===== src/rtl/core/kalman_filter_two_state_macros.svh =====
// ----------------------------------------------------------------------------
// Assertion macros for the two-state Kalman filter
// Implication checks, same-cycle and next-cycle, left out of synthesis.
// ----------------------------------------------------------------------------
`ifndef KALMAN_FILTER_TWO_STATE_MACROS_SVH
`define KALMAN_FILTER_TWO_STATE_MACROS_SVH
`ifndef SYNTHESIS
// same-cycle implication
`define KFTS_ASSERT_IMP(label, clk, rst_n, pre, post) \
    label: assert property (@(posedge clk) disable iff (!rst_n) (pre) |-> (post)) \
        else $error("kfts assertion failed");
// next-cycle implication
`define KFTS_ASSERT_NXT(label, clk, rst_n, pre, post) \
    label: assert property (@(posedge clk) disable iff (!rst_n) (pre) |=> (post)) \
        else $error("kfts assertion failed");
`else
`define KFTS_ASSERT_IMP(label, clk, rst_n, pre, post)
`define KFTS_ASSERT_NXT(label, clk, rst_n, pre, post)
`endif
`endif


===== src/rtl/core/kfts_pkg.sv =====
// ----------------------------------------------------------------------------
// kfts_pkg
// Shared constants, command and status types, and the micro-op program.
// ----------------------------------------------------------------------------
package kfts_pkg;

    localparam int WORD_BITS_DEF = 32;
    localparam int FRAC_BITS_DEF = 16;
    localparam int CFG_IDX_BITS  = 2;
    localparam int PC_BITS       = 6;

    // configuration register indexes
    localparam logic [CFG_IDX_BITS-1:0] CFG_ACCEL_VAR = 2'd0;
    localparam logic [CFG_IDX_BITS-1:0] CFG_INIT_POS  = 2'd1;
    localparam logic [CFG_IDX_BITS-1:0] CFG_INIT_VEL  = 2'd2;

    // actions
    localparam logic [1:0] ACT_PREDICT = 2'd0;
    localparam logic [1:0] ACT_UPDATE  = 2'd1;
    localparam logic [1:0] ACT_RESTART = 2'd2;

    // status codes
    localparam logic [1:0] STATUS_OK   = 2'd0;
    localparam logic [1:0] STATUS_SAT  = 2'd1;
    localparam logic [1:0] STATUS_SKIP = 2'd2;

    // datapath operations
    localparam logic [2:0] OP_ADD  = 3'd0;
    localparam logic [2:0] OP_SUB  = 3'd1;
    localparam logic [2:0] OP_HALF = 3'd2;
    localparam logic [2:0] OP_MUL  = 3'd3;
    localparam logic [2:0] OP_DIV  = 3'd4;

    // operand and destination codes
    localparam logic [4:0] R_POS   = 5'd0;
    localparam logic [4:0] R_VEL   = 5'd1;
    localparam logic [4:0] R_P00   = 5'd2;
    localparam logic [4:0] R_P01   = 5'd3;
    localparam logic [4:0] R_P10   = 5'd4;
    localparam logic [4:0] R_P11   = 5'd5;
    localparam logic [4:0] R_DT    = 5'd6;
    localparam logic [4:0] R_RATE  = 5'd7;
    localparam logic [4:0] R_MEAS  = 5'd8;
    localparam logic [4:0] R_MVAR  = 5'd9;
    localparam logic [4:0] R_AV    = 5'd10;
    localparam logic [4:0] R_INITP = 5'd11;
    localparam logic [4:0] R_INITV = 5'd12;
    localparam logic [4:0] R_ONE   = 5'd13;
    localparam logic [4:0] R_FIFTY = 5'd14;
    localparam logic [4:0] R_ZERO  = 5'd15;
    localparam logic [4:0] R_T0    = 5'd16;
    localparam logic [4:0] R_T1    = 5'd17;
    localparam logic [4:0] R_T2    = 5'd18;
    localparam logic [4:0] R_T3    = 5'd19;
    localparam logic [4:0] R_N0    = 5'd20;
    localparam logic [4:0] R_N1    = 5'd21;
    localparam logic [4:0] R_N2    = 5'd22;
    localparam logic [4:0] R_N3    = 5'd23;

    // program entry points
    localparam logic [PC_BITS-1:0] PC_PREDICT = 6'd0;
    localparam logic [PC_BITS-1:0] PC_UPDATE  = 6'd29;
    localparam logic [PC_BITS-1:0] PC_RESTART = 6'd48;

    typedef struct packed {
        logic [2:0] op;
        logic [4:0] src_a;
        logic [4:0] src_b;
        logic [4:0] dst;
        logic       chk;
        logic       last;
    } uop_t;

    typedef struct packed {
        logic       start;
        logic       load_in;
        logic [2:0] op;
        logic [4:0] src_a;
        logic [4:0] src_b;
        logic [4:0] dst;
    } cmd_t;

    typedef struct packed {
        logic busy;
        logic done;
        logic zero;
        logic sat;
    } stat_t;

    // micro-op program; predict and update put the new covariance in N0..N3 and copy it at the end
    function automatic uop_t uop_rom(input logic [PC_BITS-1:0] pc);
        uop_t u;
        u = '{OP_ADD, R_ZERO, R_ZERO, R_T0, 1'b0, 1'b1};
        case (pc)
            // predict
            6'd0:  u = '{OP_MUL,  R_DT,    R_DT,   R_T0,  1'b0, 1'b0};
            6'd1:  u = '{OP_HALF, R_T0,    R_ZERO, R_T0,  1'b0, 1'b0};
            6'd2:  u = '{OP_MUL,  R_DT,    R_P10,  R_T1,  1'b0, 1'b0};
            6'd3:  u = '{OP_ADD,  R_P00,   R_T1,   R_T1,  1'b0, 1'b0};
            6'd4:  u = '{OP_MUL,  R_DT,    R_P11,  R_T2,  1'b0, 1'b0};
            6'd5:  u = '{OP_ADD,  R_P01,   R_T2,   R_T2,  1'b0, 1'b0};
            6'd6:  u = '{OP_MUL,  R_DT,    R_RATE, R_T3,  1'b0, 1'b0};
            6'd7:  u = '{OP_ADD,  R_POS,   R_T3,   R_POS, 1'b0, 1'b0};
            6'd8:  u = '{OP_ADD,  R_RATE,  R_ZERO, R_VEL, 1'b0, 1'b0};
            6'd9:  u = '{OP_MUL,  R_T2,    R_DT,   R_T3,  1'b0, 1'b0};
            6'd10: u = '{OP_ADD,  R_T1,    R_T3,   R_T1,  1'b0, 1'b0};
            6'd11: u = '{OP_MUL,  R_T0,    R_T0,   R_T3,  1'b0, 1'b0};
            6'd12: u = '{OP_MUL,  R_T3,    R_AV,   R_T3,  1'b0, 1'b0};
            6'd13: u = '{OP_ADD,  R_T1,    R_T3,   R_N0,  1'b0, 1'b0};
            6'd14: u = '{OP_MUL,  R_T0,    R_DT,   R_T3,  1'b0, 1'b0};
            6'd15: u = '{OP_MUL,  R_T3,    R_AV,   R_T3,  1'b0, 1'b0};
            6'd16: u = '{OP_ADD,  R_T2,    R_T3,   R_N1,  1'b0, 1'b0};
            6'd17: u = '{OP_MUL,  R_P11,   R_DT,   R_T1,  1'b0, 1'b0};
            6'd18: u = '{OP_ADD,  R_P10,   R_T1,   R_T1,  1'b0, 1'b0};
            6'd19: u = '{OP_MUL,  R_DT,    R_T0,   R_T3,  1'b0, 1'b0};
            6'd20: u = '{OP_MUL,  R_T3,    R_AV,   R_T3,  1'b0, 1'b0};
            6'd21: u = '{OP_ADD,  R_T1,    R_T3,   R_N2,  1'b0, 1'b0};
            6'd22: u = '{OP_MUL,  R_DT,    R_DT,   R_T3,  1'b0, 1'b0};
            6'd23: u = '{OP_MUL,  R_T3,    R_AV,   R_T3,  1'b0, 1'b0};
            6'd24: u = '{OP_ADD,  R_P11,   R_T3,   R_N3,  1'b0, 1'b0};
            6'd25: u = '{OP_ADD,  R_N0,    R_ZERO, R_P00, 1'b0, 1'b0};
            6'd26: u = '{OP_ADD,  R_N1,    R_ZERO, R_P01, 1'b0, 1'b0};
            6'd27: u = '{OP_ADD,  R_N2,    R_ZERO, R_P10, 1'b0, 1'b0};
            6'd28: u = '{OP_ADD,  R_N3,    R_ZERO, R_P11, 1'b0, 1'b1};
            // measurement update
            6'd29: u = '{OP_SUB,  R_MEAS,  R_POS,  R_T0,  1'b0, 1'b0};
            6'd30: u = '{OP_ADD,  R_P00,   R_MVAR, R_T1,  1'b1, 1'b0};
            6'd31: u = '{OP_DIV,  R_P00,   R_T1,   R_T2,  1'b0, 1'b0};
            6'd32: u = '{OP_DIV,  R_P10,   R_T1,   R_T3,  1'b0, 1'b0};
            6'd33: u = '{OP_MUL,  R_T2,    R_T0,   R_T1,  1'b0, 1'b0};
            6'd34: u = '{OP_ADD,  R_POS,   R_T1,   R_POS, 1'b0, 1'b0};
            6'd35: u = '{OP_MUL,  R_T3,    R_T0,   R_T1,  1'b0, 1'b0};
            6'd36: u = '{OP_ADD,  R_VEL,   R_T1,   R_VEL, 1'b0, 1'b0};
            6'd37: u = '{OP_SUB,  R_ONE,   R_T2,   R_T0,  1'b0, 1'b0};
            6'd38: u = '{OP_MUL,  R_T0,    R_P00,  R_N0,  1'b0, 1'b0};
            6'd39: u = '{OP_MUL,  R_T0,    R_P01,  R_N1,  1'b0, 1'b0};
            6'd40: u = '{OP_MUL,  R_T3,    R_P00,  R_T1,  1'b0, 1'b0};
            6'd41: u = '{OP_SUB,  R_P10,   R_T1,   R_N2,  1'b0, 1'b0};
            6'd42: u = '{OP_MUL,  R_T3,    R_P01,  R_T1,  1'b0, 1'b0};
            6'd43: u = '{OP_SUB,  R_P11,   R_T1,   R_N3,  1'b0, 1'b0};
            6'd44: u = '{OP_ADD,  R_N0,    R_ZERO, R_P00, 1'b0, 1'b0};
            6'd45: u = '{OP_ADD,  R_N1,    R_ZERO, R_P01, 1'b0, 1'b0};
            6'd46: u = '{OP_ADD,  R_N2,    R_ZERO, R_P10, 1'b0, 1'b0};
            6'd47: u = '{OP_ADD,  R_N3,    R_ZERO, R_P11, 1'b0, 1'b1};
            // restart
            6'd48: u = '{OP_ADD,  R_INITP, R_ZERO, R_POS, 1'b0, 1'b0};
            6'd49: u = '{OP_ADD,  R_INITV, R_ZERO, R_VEL, 1'b0, 1'b0};
            6'd50: u = '{OP_ADD,  R_ONE,   R_ZERO, R_P00, 1'b0, 1'b0};
            6'd51: u = '{OP_ADD,  R_ZERO,  R_ZERO, R_P01, 1'b0, 1'b0};
            6'd52: u = '{OP_ADD,  R_ZERO,  R_ZERO, R_P10, 1'b0, 1'b0};
            6'd53: u = '{OP_ADD,  R_FIFTY, R_ZERO, R_P11, 1'b0, 1'b1};
            default: u = '{OP_ADD, R_ZERO, R_ZERO, R_T0, 1'b0, 1'b1};
        endcase
        return u;
    endfunction

endpackage


===== src/rtl/core/kfts_channels.sv =====
// ----------------------------------------------------------------------------
// kfts channels
// Valid/ready interfaces for the sample word and the estimate word.
// ----------------------------------------------------------------------------
interface kfts_in_if #(parameter int WORD_BITS = 32);
    logic                        valid;
    logic                        ready;
    logic [1:0]                  action;
    logic [WORD_BITS-2:0]        time_step;
    logic signed [WORD_BITS-1:0] gyro_rate;
    logic signed [WORD_BITS-1:0] measurement;
    logic [WORD_BITS-2:0]        measurement_variance;

    modport source (output valid, action, time_step, gyro_rate, measurement,
                    measurement_variance, input ready);
    modport sink   (input valid, action, time_step, gyro_rate, measurement,
                    measurement_variance, output ready);
endinterface

interface kfts_out_if #(parameter int WORD_BITS = 32);
    logic                        valid;
    logic                        ready;
    logic signed [WORD_BITS-1:0] position;
    logic signed [WORD_BITS-1:0] velocity;
    logic signed [WORD_BITS-1:0] position_variance;
    logic signed [WORD_BITS-1:0] cross_covariance;
    logic signed [WORD_BITS-1:0] velocity_variance;
    logic [1:0]                  status;

    modport source (output valid, position, velocity, position_variance,
                    cross_covariance, velocity_variance, status, input ready);
    modport sink   (input valid, position, velocity, position_variance,
                    cross_covariance, velocity_variance, status, output ready);
endinterface


===== src/rtl/core/kfts_ctrl.sv =====
// ----------------------------------------------------------------------------
// kfts_ctrl
// Sequencer: accepts a word, steps the micro-op program, hands off the result.
// ----------------------------------------------------------------------------
`include "kalman_filter_two_state_macros.svh"

module kfts_ctrl (
    input  logic           clk,
    input  logic           rst_n,
    input  logic           in_valid,
    input  logic [1:0]     in_action,
    output logic           in_ready,
    output kfts_pkg::cmd_t cmd,
    input  kfts_pkg::stat_t stat,
    input  logic           out_free,
    output logic           load_out,
    output logic [1:0]     status
);
    import kfts_pkg::*;

    localparam logic [1:0] ST_IDLE = 2'd0;
    localparam logic [1:0] ST_RUN  = 2'd1;
    localparam logic [1:0] ST_WAIT = 2'd2;
    localparam logic [1:0] ST_DONE = 2'd3;

    logic [1:0]         state_reg, state_next;
    logic [PC_BITS-1:0] pc_reg, pc_next;
    logic               skip_reg, skip_next;
    logic               accept;
    uop_t               uop;

    assign uop      = uop_rom(pc_reg);
    assign in_ready = (state_reg == ST_IDLE);
    assign accept   = in_valid && in_ready;
    assign load_out = (state_reg == ST_DONE) && out_free;
    assign status   = skip_reg ? STATUS_SKIP : (stat.sat ? STATUS_SAT : STATUS_OK);

    // issue the current micro-op
    always_comb
    begin
        cmd.start   = (state_reg == ST_RUN);
        cmd.load_in = accept;
        cmd.op      = uop.op;
        cmd.src_a   = uop.src_a;
        cmd.src_b   = uop.src_b;
        cmd.dst     = uop.dst;
    end

    // sequence the program
    always_comb
    begin
        state_next = state_reg;
        pc_next    = pc_reg;
        skip_next  = skip_reg;
        case (state_reg)
            ST_IDLE:
            begin
                if (accept)
                begin
                    skip_next = 1'b0;
                    case (in_action)
                        ACT_PREDICT:
                        begin
                            pc_next    = PC_PREDICT;
                            state_next = ST_RUN;
                        end
                        ACT_UPDATE:
                        begin
                            pc_next    = PC_UPDATE;
                            state_next = ST_RUN;
                        end
                        ACT_RESTART:
                        begin
                            pc_next    = PC_RESTART;
                            state_next = ST_RUN;
                        end
                        default: state_next = ST_DONE;
                    endcase
                end
            end
            ST_RUN: state_next = ST_WAIT;
            ST_WAIT:
            begin
                if (stat.done)
                begin
                    if (uop.chk && stat.zero)
                    begin
                        skip_next  = 1'b1;
                        state_next = ST_DONE;
                    end
                    else if (uop.last)
                    begin
                        state_next = ST_DONE;
                    end
                    else
                    begin
                        pc_next    = pc_reg + 1'b1;
                        state_next = ST_RUN;
                    end
                end
            end
            ST_DONE:
            begin
                if (out_free)
                begin
                    state_next = ST_IDLE;
                end
            end
            default: state_next = ST_IDLE;
        endcase
    end

    always_ff @(posedge clk or negedge rst_n)
    begin
        if (!rst_n)
        begin
            state_reg <= ST_IDLE;
            pc_reg    <= '0;
            skip_reg  <= 1'b0;
        end
        else
        begin
            state_reg <= state_next;
            pc_reg    <= pc_next;
            skip_reg  <= skip_next;
        end
    end

    `KFTS_ASSERT_IMP(a_start_when_free, clk, rst_n, cmd.start, !stat.busy)
    `KFTS_ASSERT_IMP(a_done_in_wait, clk, rst_n, stat.done, state_reg == ST_WAIT)
    `KFTS_ASSERT_NXT(a_accept_leaves_idle, clk, rst_n, accept, state_reg != ST_IDLE)

endmodule


===== src/rtl/core/kfts_dpath.sv =====
// ----------------------------------------------------------------------------
// kfts_dpath
// State, scratch registers and one shared execution unit: saturating add,
// subtract and halve, bit-serial multiply and restoring divide.
// ----------------------------------------------------------------------------
`include "kalman_filter_two_state_macros.svh"

module kfts_dpath #(
    parameter int WORD_BITS = kfts_pkg::WORD_BITS_DEF,
    parameter int FRAC_BITS = kfts_pkg::FRAC_BITS_DEF
) (
    input  logic                              clk,
    input  logic                              rst_n,
    input  kfts_pkg::cmd_t                    cmd,
    output kfts_pkg::stat_t                   stat,
    input  logic [WORD_BITS-2:0]              time_step,
    input  logic [WORD_BITS-1:0]              gyro_rate,
    input  logic [WORD_BITS-1:0]              measurement,
    input  logic [WORD_BITS-2:0]              measurement_variance,
    input  logic                              cfg_we,
    input  logic [kfts_pkg::CFG_IDX_BITS-1:0] cfg_index,
    input  logic [WORD_BITS-1:0]              cfg_data,
    output logic [WORD_BITS-1:0]              position,
    output logic [WORD_BITS-1:0]              velocity,
    output logic [WORD_BITS-1:0]              position_variance,
    output logic [WORD_BITS-1:0]              cross_covariance,
    output logic [WORD_BITS-1:0]              velocity_variance
);
    import kfts_pkg::*;

    localparam int W     = WORD_BITS;
    localparam int F     = FRAC_BITS;
    localparam int QW    = 2 * WORD_BITS;
    localparam int NW    = WORD_BITS + FRAC_BITS;
    localparam int CW    = $clog2(WORD_BITS + FRAC_BITS + 1);
    localparam int CWIDE = WORD_BITS + FRAC_BITS + 7;

    localparam logic [CWIDE-1:0] VMAX_WIDE  = (CWIDE'(1) << (W - 1)) - CWIDE'(1);
    localparam logic [CWIDE-1:0] ONE_WIDE   = CWIDE'(1) << F;
    localparam logic [CWIDE-1:0] FIFTY_WIDE = CWIDE'(50) << F;
    localparam bit               ONE_SAT    = (ONE_WIDE > VMAX_WIDE);
    localparam bit               FIFTY_SAT  = (FIFTY_WIDE > VMAX_WIDE);
    localparam logic [W-1:0]     ONE_Q      = ONE_SAT ? VMAX_WIDE[W-1:0] : ONE_WIDE[W-1:0];
    localparam logic [W-1:0]     FIFTY_Q    = FIFTY_SAT ? VMAX_WIDE[W-1:0] : FIFTY_WIDE[W-1:0];
    localparam logic [W-1:0]     MAX_Q      = {1'b0, {(W-1){1'b1}}};
    localparam logic [W-1:0]     MIN_Q      = {1'b1, {(W-1){1'b0}}};
    localparam logic [QW-1:0]    LIM_POS    = {{W{1'b0}}, MAX_Q};
    localparam logic [QW-1:0]    LIM_NEG    = {{W{1'b0}}, MIN_Q};

    localparam logic [1:0] PH_IDLE = 2'd0;
    localparam logic [1:0] PH_EXEC = 2'd1;
    localparam logic [1:0] PH_ITER = 2'd2;
    localparam logic [1:0] PH_FIN  = 2'd3;

    // magnitude of a signed word, as an unsigned word
    function automatic logic [WORD_BITS-1:0] mag_of(input logic [WORD_BITS-1:0] x);
        return x[WORD_BITS-1] ? (~x + 1'b1) : x;
    endfunction

    // filter state
    logic [W-1:0] pos_reg, vel_reg, p00_reg, p01_reg, p10_reg, p11_reg;
    // scratch
    logic [W-1:0] t0_reg, t1_reg, t2_reg, t3_reg, n0_reg, n1_reg, n2_reg, n3_reg;
    // latched word and configuration
    logic [W-2:0] dt_reg, mvar_reg, av_reg;
    logic [W-1:0] rate_reg, meas_reg, initp_reg, initv_reg;
    // execution unit
    logic [1:0]    phase_reg;
    logic [2:0]    op_reg;
    logic [4:0]    dst_reg;
    logic [W-1:0]  a_reg, b_reg, ua_reg, hi_reg, lo_reg, ud_reg, rem_reg;
    logic [NW-1:0] nq_reg;
    logic [CW-1:0] cnt_reg;
    logic          neg_reg, sat_reg;

    logic [W-1:0]  a_src, b_src;
    logic          const_sat;
    logic [W:0]    sum_w, diff_w;
    logic [W-1:0]  alu_res, fin_m, fin_res, res;
    logic          alu_sat, fin_sat, res_sat, is_alu, done;
    logic [W:0]    mul_sum;
    logic [W-1:0]  div_r2, div_rem;
    logic          div_ge;
    logic [QW-1:0] fin_q, fin_lim;

    // select operand A
    always_comb
    begin
        case (cmd.src_a)
            R_POS:   a_src = pos_reg;
            R_VEL:   a_src = vel_reg;
            R_P00:   a_src = p00_reg;
            R_P01:   a_src = p01_reg;
            R_P10:   a_src = p10_reg;
            R_P11:   a_src = p11_reg;
            R_DT:    a_src = {1'b0, dt_reg};
            R_RATE:  a_src = rate_reg;
            R_MEAS:  a_src = meas_reg;
            R_MVAR:  a_src = {1'b0, mvar_reg};
            R_AV:    a_src = {1'b0, av_reg};
            R_INITP: a_src = initp_reg;
            R_INITV: a_src = initv_reg;
            R_ONE:   a_src = ONE_Q;
            R_FIFTY: a_src = FIFTY_Q;
            R_T0:    a_src = t0_reg;
            R_T1:    a_src = t1_reg;
            R_T2:    a_src = t2_reg;
            R_T3:    a_src = t3_reg;
            R_N0:    a_src = n0_reg;
            R_N1:    a_src = n1_reg;
            R_N2:    a_src = n2_reg;
            R_N3:    a_src = n3_reg;
            default: a_src = '0;
        endcase
    end

    // select operand B
    always_comb
    begin
        case (cmd.src_b)
            R_POS:   b_src = pos_reg;
            R_VEL:   b_src = vel_reg;
            R_P00:   b_src = p00_reg;
            R_P01:   b_src = p01_reg;
            R_P10:   b_src = p10_reg;
            R_P11:   b_src = p11_reg;
            R_DT:    b_src = {1'b0, dt_reg};
            R_RATE:  b_src = rate_reg;
            R_MEAS:  b_src = meas_reg;
            R_MVAR:  b_src = {1'b0, mvar_reg};
            R_AV:    b_src = {1'b0, av_reg};
            R_INITP: b_src = initp_reg;
            R_INITV: b_src = initv_reg;
            R_ONE:   b_src = ONE_Q;
            R_FIFTY: b_src = FIFTY_Q;
            R_T0:    b_src = t0_reg;
            R_T1:    b_src = t1_reg;
            R_T2:    b_src = t2_reg;
            R_T3:    b_src = t3_reg;
            R_N0:    b_src = n0_reg;
            R_N1:    b_src = n1_reg;
            R_N2:    b_src = n2_reg;
            R_N3:    b_src = n3_reg;
            default: b_src = '0;
        endcase
    end

    // constants that do not fit count as saturation when read
    assign const_sat = (ONE_SAT && (cmd.src_a == R_ONE || cmd.src_b == R_ONE)) ||
                       (FIFTY_SAT && (cmd.src_a == R_FIFTY || cmd.src_b == R_FIFTY));

    // saturating add and subtract, and arithmetic halve
    assign sum_w  = {a_reg[W-1], a_reg} + {b_reg[W-1], b_reg};
    assign diff_w = {a_reg[W-1], a_reg} - {b_reg[W-1], b_reg};
    assign is_alu = (op_reg == OP_ADD) || (op_reg == OP_SUB) || (op_reg == OP_HALF);

    always_comb
    begin
        alu_sat = 1'b0;
        case (op_reg)
            OP_ADD:
            begin
                alu_sat = (sum_w[W] != sum_w[W-1]);
                alu_res = alu_sat ? (sum_w[W] ? MIN_Q : MAX_Q) : sum_w[W-1:0];
            end
            OP_SUB:
            begin
                alu_sat = (diff_w[W] != diff_w[W-1]);
                alu_res = alu_sat ? (diff_w[W] ? MIN_Q : MAX_Q) : diff_w[W-1:0];
            end
            OP_HALF: alu_res = {a_reg[W-1], a_reg[W-1:1]};
            default: alu_res = a_reg;
        endcase
    end

    // one multiply bit and one quotient bit per step
    assign mul_sum = {1'b0, hi_reg} + (lo_reg[0] ? {1'b0, ua_reg} : {(W+1){1'b0}});
    assign div_r2  = {rem_reg[W-2:0], nq_reg[NW-1]};
    assign div_ge  = (div_r2 >= ud_reg);
    assign div_rem = div_ge ? (div_r2 - ud_reg) : div_r2;

    // scale, clamp and sign the magnitude
    assign fin_q   = (op_reg == OP_MUL) ? ({hi_reg, lo_reg} >> F) : QW'(nq_reg);
    assign fin_lim = neg_reg ? LIM_NEG : LIM_POS;
    assign fin_sat = (fin_q > fin_lim);
    assign fin_m   = fin_sat ? fin_lim[W-1:0] : fin_q[W-1:0];
    assign fin_res = neg_reg ? (~fin_m + 1'b1) : fin_m;

    assign done    = ((phase_reg == PH_EXEC) && is_alu) || (phase_reg == PH_FIN);
    assign res     = (phase_reg == PH_FIN) ? fin_res : alu_res;
    assign res_sat = (phase_reg == PH_FIN) ? fin_sat : alu_sat;

    assign stat.busy = (phase_reg != PH_IDLE);
    assign stat.done = done;
    assign stat.zero = (res == '0);
    assign stat.sat  = sat_reg;

    assign position          = pos_reg;
    assign velocity          = vel_reg;
    assign position_variance = p00_reg;
    assign cross_covariance  = p01_reg;
    assign velocity_variance = p11_reg;

    // advance the execution phase and collect saturation
    always_ff @(posedge clk or negedge rst_n)
    begin
        if (!rst_n)
        begin
            phase_reg <= PH_IDLE;
            sat_reg   <= 1'b0;
        end
        else
        begin
            if (cmd.load_in)
            begin
                sat_reg <= 1'b0;
            end
            else if (cmd.start)
            begin
                sat_reg <= sat_reg | const_sat;
            end
            else if (done)
            begin
                sat_reg <= sat_reg | res_sat;
            end
            case (phase_reg)
                PH_IDLE: if (cmd.start) phase_reg <= PH_EXEC;
                PH_EXEC: phase_reg <= is_alu ? PH_IDLE : PH_ITER;
                PH_ITER: if (cnt_reg == CW'(1)) phase_reg <= PH_FIN;
                PH_FIN:  phase_reg <= PH_IDLE;
                default: phase_reg <= PH_IDLE;
            endcase
        end
    end

    // operand latch, set-up and iteration
    always_ff @(posedge clk)
    begin
        if (cmd.start)
        begin
            a_reg   <= a_src;
            b_reg   <= b_src;
            op_reg  <= cmd.op;
            dst_reg <= cmd.dst;
        end
        if (phase_reg == PH_EXEC)
        begin
            neg_reg <= a_reg[W-1] ^ b_reg[W-1];
            ua_reg  <= mag_of(a_reg);
            lo_reg  <= mag_of(b_reg);
            hi_reg  <= '0;
            ud_reg  <= mag_of(b_reg);
            rem_reg <= '0;
            nq_reg  <= {mag_of(a_reg), {F{1'b0}}};
            cnt_reg <= (op_reg == OP_MUL) ? CW'(W) : CW'(NW);
        end
        if (phase_reg == PH_ITER)
        begin
            cnt_reg <= cnt_reg - 1'b1;
            if (op_reg == OP_MUL)
            begin
                hi_reg <= mul_sum[W:1];
                lo_reg <= {mul_sum[0], lo_reg[W-1:1]};
            end
            else
            begin
                rem_reg <= div_rem;
                nq_reg  <= {nq_reg[NW-2:0], div_ge};
            end
        end
    end

    // write back filter state
    always_ff @(posedge clk or negedge rst_n)
    begin
        if (!rst_n)
        begin
            pos_reg <= '0;
            vel_reg <= '0;
            p00_reg <= ONE_Q;
            p01_reg <= '0;
            p10_reg <= '0;
            p11_reg <= FIFTY_Q;
        end
        else if (done)
        begin
            case (dst_reg)
                R_POS:   pos_reg <= res;
                R_VEL:   vel_reg <= res;
                R_P00:   p00_reg <= res;
                R_P01:   p01_reg <= res;
                R_P10:   p10_reg <= res;
                R_P11:   p11_reg <= res;
                default: ;
            endcase
        end
    end

    // write back scratch registers
    always_ff @(posedge clk)
    begin
        if (done)
        begin
            case (dst_reg)
                R_T0:    t0_reg <= res;
                R_T1:    t1_reg <= res;
                R_T2:    t2_reg <= res;
                R_T3:    t3_reg <= res;
                R_N0:    n0_reg <= res;
                R_N1:    n1_reg <= res;
                R_N2:    n2_reg <= res;
                R_N3:    n3_reg <= res;
                default: ;
            endcase
        end
    end

    // hold the accepted word
    always_ff @(posedge clk)
    begin
        if (cmd.load_in)
        begin
            dt_reg   <= time_step;
            rate_reg <= gyro_rate;
            meas_reg <= measurement;
            mvar_reg <= measurement_variance;
        end
    end

    // configuration registers
    always_ff @(posedge clk or negedge rst_n)
    begin
        if (!rst_n)
        begin
            av_reg    <= '0;
            initp_reg <= '0;
            initv_reg <= '0;
        end
        else if (cfg_we)
        begin
            case (cfg_index)
                CFG_ACCEL_VAR: av_reg    <= cfg_data[W-2:0];
                CFG_INIT_POS:  initp_reg <= cfg_data;
                CFG_INIT_VEL:  initv_reg <= cfg_data;
                default: ;
            endcase
        end
    end

    `KFTS_ASSERT_NXT(a_done_frees_unit, clk, rst_n, done, phase_reg == PH_IDLE)
    `KFTS_ASSERT_IMP(a_iter_count_live, clk, rst_n, phase_reg == PH_ITER, cnt_reg != '0)
    `KFTS_ASSERT_IMP(a_no_start_busy, clk, rst_n, cmd.start, phase_reg == PH_IDLE)

endmodule


===== src/rtl/core/kalman_filter_two_state.sv =====
// ----------------------------------------------------------------------------
// kalman_filter_two_state
// Two-state (position, velocity) Kalman filter in signed fixed point.
// ----------------------------------------------------------------------------
// One word in, one estimate word out, one word at a time. Every arithmetic
// step runs on a single shared unit: add, subtract and halve, a bit-serial
// multiply and a restoring divide (one quotient bit per cycle). Predict is 14
// multiplies and 15 short ops; words are Q16.16 with the default parameters.
// The next sample word is taken as soon as the estimate sits in the output
// register.
module kalman_filter_two_state #(
    parameter int WORD_BITS = kfts_pkg::WORD_BITS_DEF,
    parameter int FRAC_BITS = kfts_pkg::FRAC_BITS_DEF
) (
    input  logic                              clk,
    input  logic                              rst_n,
    kfts_in_if.sink                           sample,
    kfts_out_if.source                        estimate,
    input  logic                              cfg_we,
    input  logic [kfts_pkg::CFG_IDX_BITS-1:0] cfg_index,
    input  logic [WORD_BITS-1:0]              cfg_data
);
    import kfts_pkg::*;

    cmd_t                 cmd;
    stat_t                stat;
    logic                 out_free, load_out;
    logic [1:0]           status;
    logic [WORD_BITS-1:0] pos, vel, p00, p01, p11;

    logic                 valid_reg;
    logic [WORD_BITS-1:0] pos_reg, vel_reg, p00_reg, p01_reg, p11_reg;
    logic [1:0]           status_reg;

    kfts_ctrl u_ctrl (
        .clk       (clk),
        .rst_n     (rst_n),
        .in_valid  (sample.valid),
        .in_action (sample.action),
        .in_ready  (sample.ready),
        .cmd       (cmd),
        .stat      (stat),
        .out_free  (out_free),
        .load_out  (load_out),
        .status    (status)
    );

    kfts_dpath #(
        .WORD_BITS (WORD_BITS),
        .FRAC_BITS (FRAC_BITS)
    ) u_dpath (
        .clk                  (clk),
        .rst_n                (rst_n),
        .cmd                  (cmd),
        .stat                 (stat),
        .time_step            (sample.time_step),
        .gyro_rate            (sample.gyro_rate),
        .measurement          (sample.measurement),
        .measurement_variance (sample.measurement_variance),
        .cfg_we               (cfg_we),
        .cfg_index            (cfg_index),
        .cfg_data             (cfg_data),
        .position             (pos),
        .velocity             (vel),
        .position_variance    (p00),
        .cross_covariance     (p01),
        .velocity_variance    (p11)
    );

    assign out_free = !valid_reg || estimate.ready;

    // output register: hold the estimate word until taken
    always_ff @(posedge clk or negedge rst_n)
    begin
        if (!rst_n)
        begin
            valid_reg <= 1'b0;
        end
        else if (load_out)
        begin
            valid_reg <= 1'b1;
        end
        else if (estimate.ready)
        begin
            valid_reg <= 1'b0;
        end
    end

    always_ff @(posedge clk)
    begin
        if (load_out)
        begin
            pos_reg    <= pos;
            vel_reg    <= vel;
            p00_reg    <= p00;
            p01_reg    <= p01;
            p11_reg    <= p11;
            status_reg <= status;
        end
    end

    assign estimate.valid             = valid_reg;
    assign estimate.position          = pos_reg;
    assign estimate.velocity          = vel_reg;
    assign estimate.position_variance = p00_reg;
    assign estimate.cross_covariance  = p01_reg;
    assign estimate.velocity_variance = p11_reg;
    assign estimate.status            = status_reg;

endmodule

===== src/flat_wrapper.sv =====
// flat-port wrapper written by rule: the top's interface ports become plain ports
module kalman_filter_two_state_flat import kfts_pkg::*;
#(
    parameter int WORD_BITS = kfts_pkg::WORD_BITS_DEF,
    parameter int FRAC_BITS = kfts_pkg::FRAC_BITS_DEF
)
  (clk, rst_n, cfg_we, cfg_index, cfg_data, sample_valid, sample_action, sample_time_step, sample_gyro_rate, sample_measurement, sample_measurement_variance, sample_ready, estimate_valid, estimate_position, estimate_velocity, estimate_position_variance, estimate_cross_covariance, estimate_velocity_variance, estimate_status, estimate_ready);
  kfts_in_if #(.WORD_BITS(WORD_BITS)) sample_i ();
  kfts_out_if #(.WORD_BITS(WORD_BITS)) estimate_i ();
  input  logic clk;
  input  logic rst_n;
  input  logic cfg_we;
  input  logic [kfts_pkg::CFG_IDX_BITS-1:0] cfg_index;
  input  logic [WORD_BITS-1:0] cfg_data;
  input wire logic [$bits(sample_i.valid)-1:0] sample_valid;
  input wire logic [$bits(sample_i.action)-1:0] sample_action;
  input wire logic [$bits(sample_i.time_step)-1:0] sample_time_step;
  input wire logic [$bits(sample_i.gyro_rate)-1:0] sample_gyro_rate;
  input wire logic [$bits(sample_i.measurement)-1:0] sample_measurement;
  input wire logic [$bits(sample_i.measurement_variance)-1:0] sample_measurement_variance;
  output wire logic [$bits(sample_i.ready)-1:0] sample_ready;
  output wire logic [$bits(estimate_i.valid)-1:0] estimate_valid;
  output wire logic [$bits(estimate_i.position)-1:0] estimate_position;
  output wire logic [$bits(estimate_i.velocity)-1:0] estimate_velocity;
  output wire logic [$bits(estimate_i.position_variance)-1:0] estimate_position_variance;
  output wire logic [$bits(estimate_i.cross_covariance)-1:0] estimate_cross_covariance;
  output wire logic [$bits(estimate_i.velocity_variance)-1:0] estimate_velocity_variance;
  output wire logic [$bits(estimate_i.status)-1:0] estimate_status;
  input wire logic [$bits(estimate_i.ready)-1:0] estimate_ready;
  assign sample_i.valid = sample_valid;
  assign sample_i.action = sample_action;
  assign sample_i.time_step = sample_time_step;
  assign sample_i.gyro_rate = sample_gyro_rate;
  assign sample_i.measurement = sample_measurement;
  assign sample_i.measurement_variance = sample_measurement_variance;
  assign sample_ready = sample_i.ready;
  assign estimate_valid = estimate_i.valid;
  assign estimate_position = estimate_i.position;
  assign estimate_velocity = estimate_i.velocity;
  assign estimate_position_variance = estimate_i.position_variance;
  assign estimate_cross_covariance = estimate_i.cross_covariance;
  assign estimate_velocity_variance = estimate_i.velocity_variance;
  assign estimate_status = estimate_i.status;
  assign estimate_i.ready = estimate_ready;
  kalman_filter_two_state #(.WORD_BITS(WORD_BITS), .FRAC_BITS(FRAC_BITS)) u_core (.clk(clk), .rst_n(rst_n), .sample(sample_i), .estimate(estimate_i), .cfg_we(cfg_we), .cfg_index(cfg_index), .cfg_data(cfg_data));
endmodule

===== config.mk =====
export PLATFORM = sky130hd
export DESIGN_NAME = kalman_filter_two_state_flat
export DESIGN_NICKNAME = d
export VERILOG_FILES = /design/src/rtl/core/kfts_pkg.sv /design/src/rtl/core/kfts_channels.sv /design/src/rtl/core/kfts_ctrl.sv /design/src/rtl/core/kfts_dpath.sv /design/src/rtl/core/kalman_filter_two_state.sv /design/src/flat_wrapper.sv
export VERILOG_INCLUDE_DIRS = /design/src /design/src/rtl/core
export SDC_FILE = /design/constraint.sdc
export NUM_CORES = 2
export LEC_CHECK = 0
export ABC_AREA = 0
export BUFFER_PORTS_ARGS = -buffer_cell sky130_fd_sc_hd__buf_2
export CORE_UTILIZATION = 40
export CTS_BUF_LIST = sky130_fd_sc_hd__clkbuf_8
export CTS_CLUSTER_SIZE = 12
export DETAILED_ROUTE_END_ITERATION = 10
export PLACE_DENSITY_LB_ADDON = 0.25
export SLEW_MARGIN = 10
export SYNTH_ARGS = -nofsm -noshare
export SYNTH_HDL_FRONTEND = slang
export SYNTH_HIERARCHICAL = 1
export SYNTH_SLANG_ARGS = --single-unit

===== constraint.sdc =====
create_clock -name clk -period 15.95 [get_ports clk]
set_clock_uncertainty 0.2 [all_clocks]
set_input_delay 1.595 -clock clk [delete_from_list [all_inputs] [get_ports clk]]
set_output_delay 1.595 -clock clk [all_outputs]
set_load 0.01 [all_outputs]

After elaboration in Yosys (flattened, before gate mapping):

Memory sizes are Yosys's and may differ from the RTL's.
Cells that the tools add are included.
W data, S select, Z words.

* ROM bits: 1216
* word-level logic and storage cells: 250
* input port bits: 167
* memories kept: 1
* flip-flop bits (word level): 1131
* output and inout bits: 164

* eq/ne operators: 83
* reductions and logical operators: 45
* magnitude comparators: 2
* muxes and demuxes: 60
* bitwise gates (word level): 5
* add/subtract/negate cells: 9

Memories
* (no name shown): words 64, width 19, rd ports 1, clocked after Yosys merged registers in 0, wr ports 0, line kfts_pkg.sv:94 `case (pc)`

Operators by type and width (count)
* $pmux W32 S23: 2
* $mux W32: 21
* $mux W48: 4
* $eq A5 B5 Y1 const B: 24
* $add A32 B1 Y32 const B: 3
* $not A32 Y32: 3
* $pmux W32 S3: 1
* $eq A5 B4 Y1 const B: 14
* $add A32 B32 Y33: 2
* $eq A5 B3 Y1 const B: 10
* $gt A48 B32 Y1: 1
* $reduce_and A2 Y1: 19
* $mux W6: 6
* $sub A32 B32 Y33: 1
* $ge A32 B32 Y1: 1
* $logic_not A32 Y1: 1
* $sub A32 B32 Y32: 1
* $eq A5 B2 Y1 const B: 6
* $mux W2: 9
* $pmux W6 S3: 1
* $pmux W2 S4: 2
* $eq A5 B1 Y1 const B: 3
* $logic_not A5 Y1: 3
* $ne A2 B2 Y1 const B: 7
* other kinds (26): 59

Longest topological paths before layout:

* word-level depth: 13
* depth in mapped cells: 36
* gate-level depth less buffers: 27

Hierarchy:

Netlist, hierarchy kept.

Modules (own cells, without submodules)
* kfts_dpath: area an instance 51717.1 um^2, sequential area each 25889.8 um^2, cells an instance 4769, times used 1
* kalman_filter_two_state: area an instance 4912.2 um^2, sequential area each 4889.7 um^2, cells an instance 165, times used 1
* kfts_ctrl: area an instance 2122.0 um^2, sequential area each 225.2 um^2, cells an instance 286, times used 1

Least setup slack after synthesis:

OpenSTA, ideal clock, no wires.

* kind: register to register
* start point: register u_core.u_dpath.op_reg[2]
* end point: register u_core.u_ctrl.pc_reg[0]
* required time: 15.629 ns
* slack: 8.418 ns
* buffers on the path: 10
* cell stages (with the launch flop): 34
* setup time: 0.121 ns
* data arrival time: 7.211 ns
* clock period less this slack: 7.532 ns
* cell sequence: edfxtp_1 -> buf_6 -> nand3b_4 -> buf_6 -> buf_6 -> buf_2 -> buf_1 -> buf_1 -> mux2i_1 -> inv_1 -> ha_1 -> and3_1 -> nand4_1 -> o21ai_0 -> o31a_1 -> o21ai_1 -> clkbuf_1 -> buf_1 -> clkbuf_1 -> o21ai_0 -> ha_1 -> buf_2 -> nand2_1 -> mux2i_1 -> nand2_1 -> o311ai_1 -> a32o_2 -> or4_1 -> or4b_1 -> nor3_2 -> a21o_1 -> a32oi_2 -> o21a_4 -> o22a_1

RTL lines
* start: declaration: line kfts_dpath.sv:69 `logic [2:0] op_reg;`
* start signal: assignment: line kfts_dpath.sv:243 `op_reg <= cmd.op;`
* end signal: assignment: line kfts_ctrl.sv:124 `pc_reg <= pc_next;`
* end: declaration: line kfts_ctrl.sv:27 `logic [PC_BITS-1:0] pc_reg, pc_next;`

==> flow_metrics.py <==
metrics = {
    "run_status": {
        "outcome": "finished, final reports clean",
    },
    "final_layout": {
        "fin_nets": 5882,
        "largest_reg_flops": 48,
        "final_cell_count_no_fill": 7616,
        "drive_gt1_share_pct": 20.26,
        "final_area_um2": 66570,
        "syn_to_final_growth_pct": 13.31,
    },
    "floorplan": {
        "coreArea_um2": 145700,
        "die_area_um2": 148400,
        "dieHeight_um": 385.2,
        "die-width_um": 385.2,
        "start_util_pct": 40.31,
        "ios": 331,
        "row_count": 140,
    },
    "detailed_routing": {
        "drt_first_pass_iters": 9,
        "drt_iter0_drc": 8489,
        "vias": 49550,
        "wl_per_cell_um": 31.37,
        "drc_errors": 0,
        "viasPerCell": 6.505,
        "drt_wl_total_um": 238900,
        "postRouteAntennaNets": 0,
    },
    "flow_run": {
        "maxCapViolCount": 0,
    },
    "cts": {
        "ctsLongestPathBuffers": 3,
        "cts_tree": "yes",
        "root_buffer": "clkbuf_8",
        "postCtsSetupBuffers": 0,
        "clk-insertion-delay-late_ns": 0.96,
        "cts_hold_buf": 0,
        "cts_num_sinks": 1130,
        "path_clk_slew_ns": 0.06,
        "cts_resized": 0,
        "cts-buffers-inserted": 186,
        "htreeDepth": 4,
    },
    "grt": {
        "grt_pass1_wl_um": 337500,
        "grt_pass1_vias": 47250,
        "grt_max_degree": 146,
        "antenna_found_initial": 19,
        "grt_usage_pct": 31.45,
        "grt_overflow": 0,
    },
    "logic_synthesis": {
        "seq_area_frac_synth_pct": 52.77,
        "synth.distinct_cells": 128,
        "synth_edf_count": 687,
        "ys_warn_count": 6,
        "syn_nets": 5575,
        "synthArstFlopShare_pct": 26.55,
        "netlist_instances": 5220,
        "ys_ff_latch": 1130,
        "synth-main-ff-cell": "edfxtp_1",
        "syn-cell-area_um2": 58750,
        "avgSynthCellArea_um2": 11.26,
    },
    "pwr": {
        "leakage_nw": 25.68,
        "cellPowerDensity_nw_per_um2": 238.3,
        "ir_worst_vdd_v": 0.0001305,
    },
    "setup_path": {
        "arrival_ns": 9.79,
        "cp_top_family": "simple AND/OR/NAND/NOR gates",
        "cp_max_fo": 44,
        "critPathLaunch": "u_core/u_dpath/op_reg[1]$_DFFE_PP_",
        "r2r_start": "u_core/u_dpath/op_reg[1]$_DFFE_PP_",
        "worstSetupPathType": "reg2reg",
        "critPathCaptureType": "register",
        "cpMaxStageDelayCell": "mux2i_1",
        "crit_required_ns": 16.56,
        "slowest_delay_ns": 0.75,
        "start_kind": "register",
        "worst-path-buf-inv": 2,
    },
    "worst_hold_path": {
        "hold_class": "reg2reg",
        "hp-start": "u_core/u_dpath/nq_reg[6]$_DFF_P_",
    },
    "sta": {
        "final_max_slew_viol_count": 0,
        "period_needed_ns": 9.176,
        "max_freq_mhz": 109.0,
        "setup_tns_ns": 0,
        "hold_violations": 0,
        "setup_viol": 0,
        "slew_headroom_pct": 15.65,
        "worst_slew_pin_slew_ns": 1.261,
        "rsz0062_at_grt": "no",
        "fin_crit_sh_pct": 57.53,
    },
    "place": {
        "dpl_cell_area_um2": 62700,
        "dp.cells": 7256,
        "hpwl_um": 155400,
        "io_buffers": 330,
        "gp_congestion": 1.019,
    },
}
## path summary, 6_finish.rpt
path	end	slack, ns	cells after the start
worst max-delay path	u_core/u_ctrl/pc_reg[0]$_DFFE_PN0P_	6.77	25
worst min-delay path	u_core/u_dpath/nq_reg[7]$_DFF_P_	0.24	2
worst max register to register	u_core/u_ctrl/pc_reg[0]$_DFFE_PN0P_	6.77	25
worst min register to register	u_core/u_dpath/nq_reg[7]$_DFF_P_	0.24	2
max in group asynchronous	u_core/u_ctrl/pc_reg[3]$_DFFE_PN0P_	12.67	3
min in group asynchronous	u_core/u_dpath/initp_reg[2]$_DFFE_PN0P_	0.50	1
## placed cells by master (no fill, tap or decap), types with 200 or more instances in the layout
cell type / n
a21oi_1: 200
a22oi_1: 434
buf_2: 329
clkbuf_8: 215
dfrtp_1: 295
edfxtp_1: 687
inv_1: 223
mux2_2: 268
nand2_1: 328
nor2_1: 252
o21ai_0: 297
## report_power, final
part	leakage [nW]	switching, W	internal (W)
Combinational	12.1	0.00533	0.00248
Clock	2.22	0.00126	0.00136
Sequential	11.4	0.000992	0.00443
Total	25.7	0.00758	0.00828
## metal layers
metal | share of wire, % | up-vias | GRT usage [%]
li1 | - | 20840 | -
met3 | 12 | 905 | 8.749
met4 | 5.4 | 14 | 14.19
met2 | 42 | 3792 | 45.57
met1 | 40 | 24000 | 43.49
met5 | 0.064 | - | 0.4873
## cell families (layout without fill, tap and decap cells)
kind of cell	after synthesis	count (layout)	share of synthesized area (%)
mux	393	393	7.332
flops	1130	1130	52.77
compound gates	1534	1534	18.62
simple gates	1307	1307	11.05
xor+xnor	171	171	2.549
buf+inv	496	967	3.610
other cells	1	9	0.006383
fa+ha+maj	188	188	4.055
## stage by stage
step | setup slack (ns) | total power (W) | hold slack [ns] | utilization, %
after floorplan | 8.418 | 0.009758 | 0.2244 | -
after global placement | 7.133 | 0.01293 | 0.2359 | 43.02
after detailed placement | 6.958 | 0.01294 | 0.2433 | 43.02
after CTS | 6.913 | 0.01559 | 0.2329 | 45.66
after global routing | 6.246 | 0.01647 | 0.2622 | 45.67
final | 6.774 | 0.01586 | 0.2362 | 45.68
## final cells by class
type / instances / area, um2
Multi-Input combinational cell: 3594 / 26090
Inverter: 165 / 620.6
Clock inverter: 137 / 887.1
Timing Repair Buffer: 450 / 2587
Tap cell: 1917 / 2399
Sequential cell: 1130 / 31010
Clock buffer: 215 / 2959
Fill cell: 13580 / 79170
Antenna cell: 8 / 20.02
## tightest hold or removal path: cells and delay by family (launching register included)
family | cells | cell delay [ns]
AND/OR/NAND/NOR | 2 | 0.10
flip-flops | 1 | 0.32
## Yosys cell counts (all sizes together) (36+ instances only)
master	number	area, um2
edfxtp	687	20630
a22oi	434	3258
nand2	331	1252
o21ai	319	1612
nor2	297	1122
dfrtp	296	7407
mux2	270	3048
clkbuf	237	892.1
a21oi	202	1026
nand3	190	955.9
ha	184	2302
inv	164	615.6
dfxtp	143	2863
xnor2	130	1139
mux2i	121	1215
nand4	121	757.0
a221oi	101	890.9
buf	94	609.3
nor3	77	395.4
a22o	73	639.4
a21o	50	376.6
a222oi	49	490.5
nand2b	44	292.8
and2	41	257.8
xor2	41	359.1
nor2b	36	232.7
No activity file was read; power rests on OpenSTA's default activity.
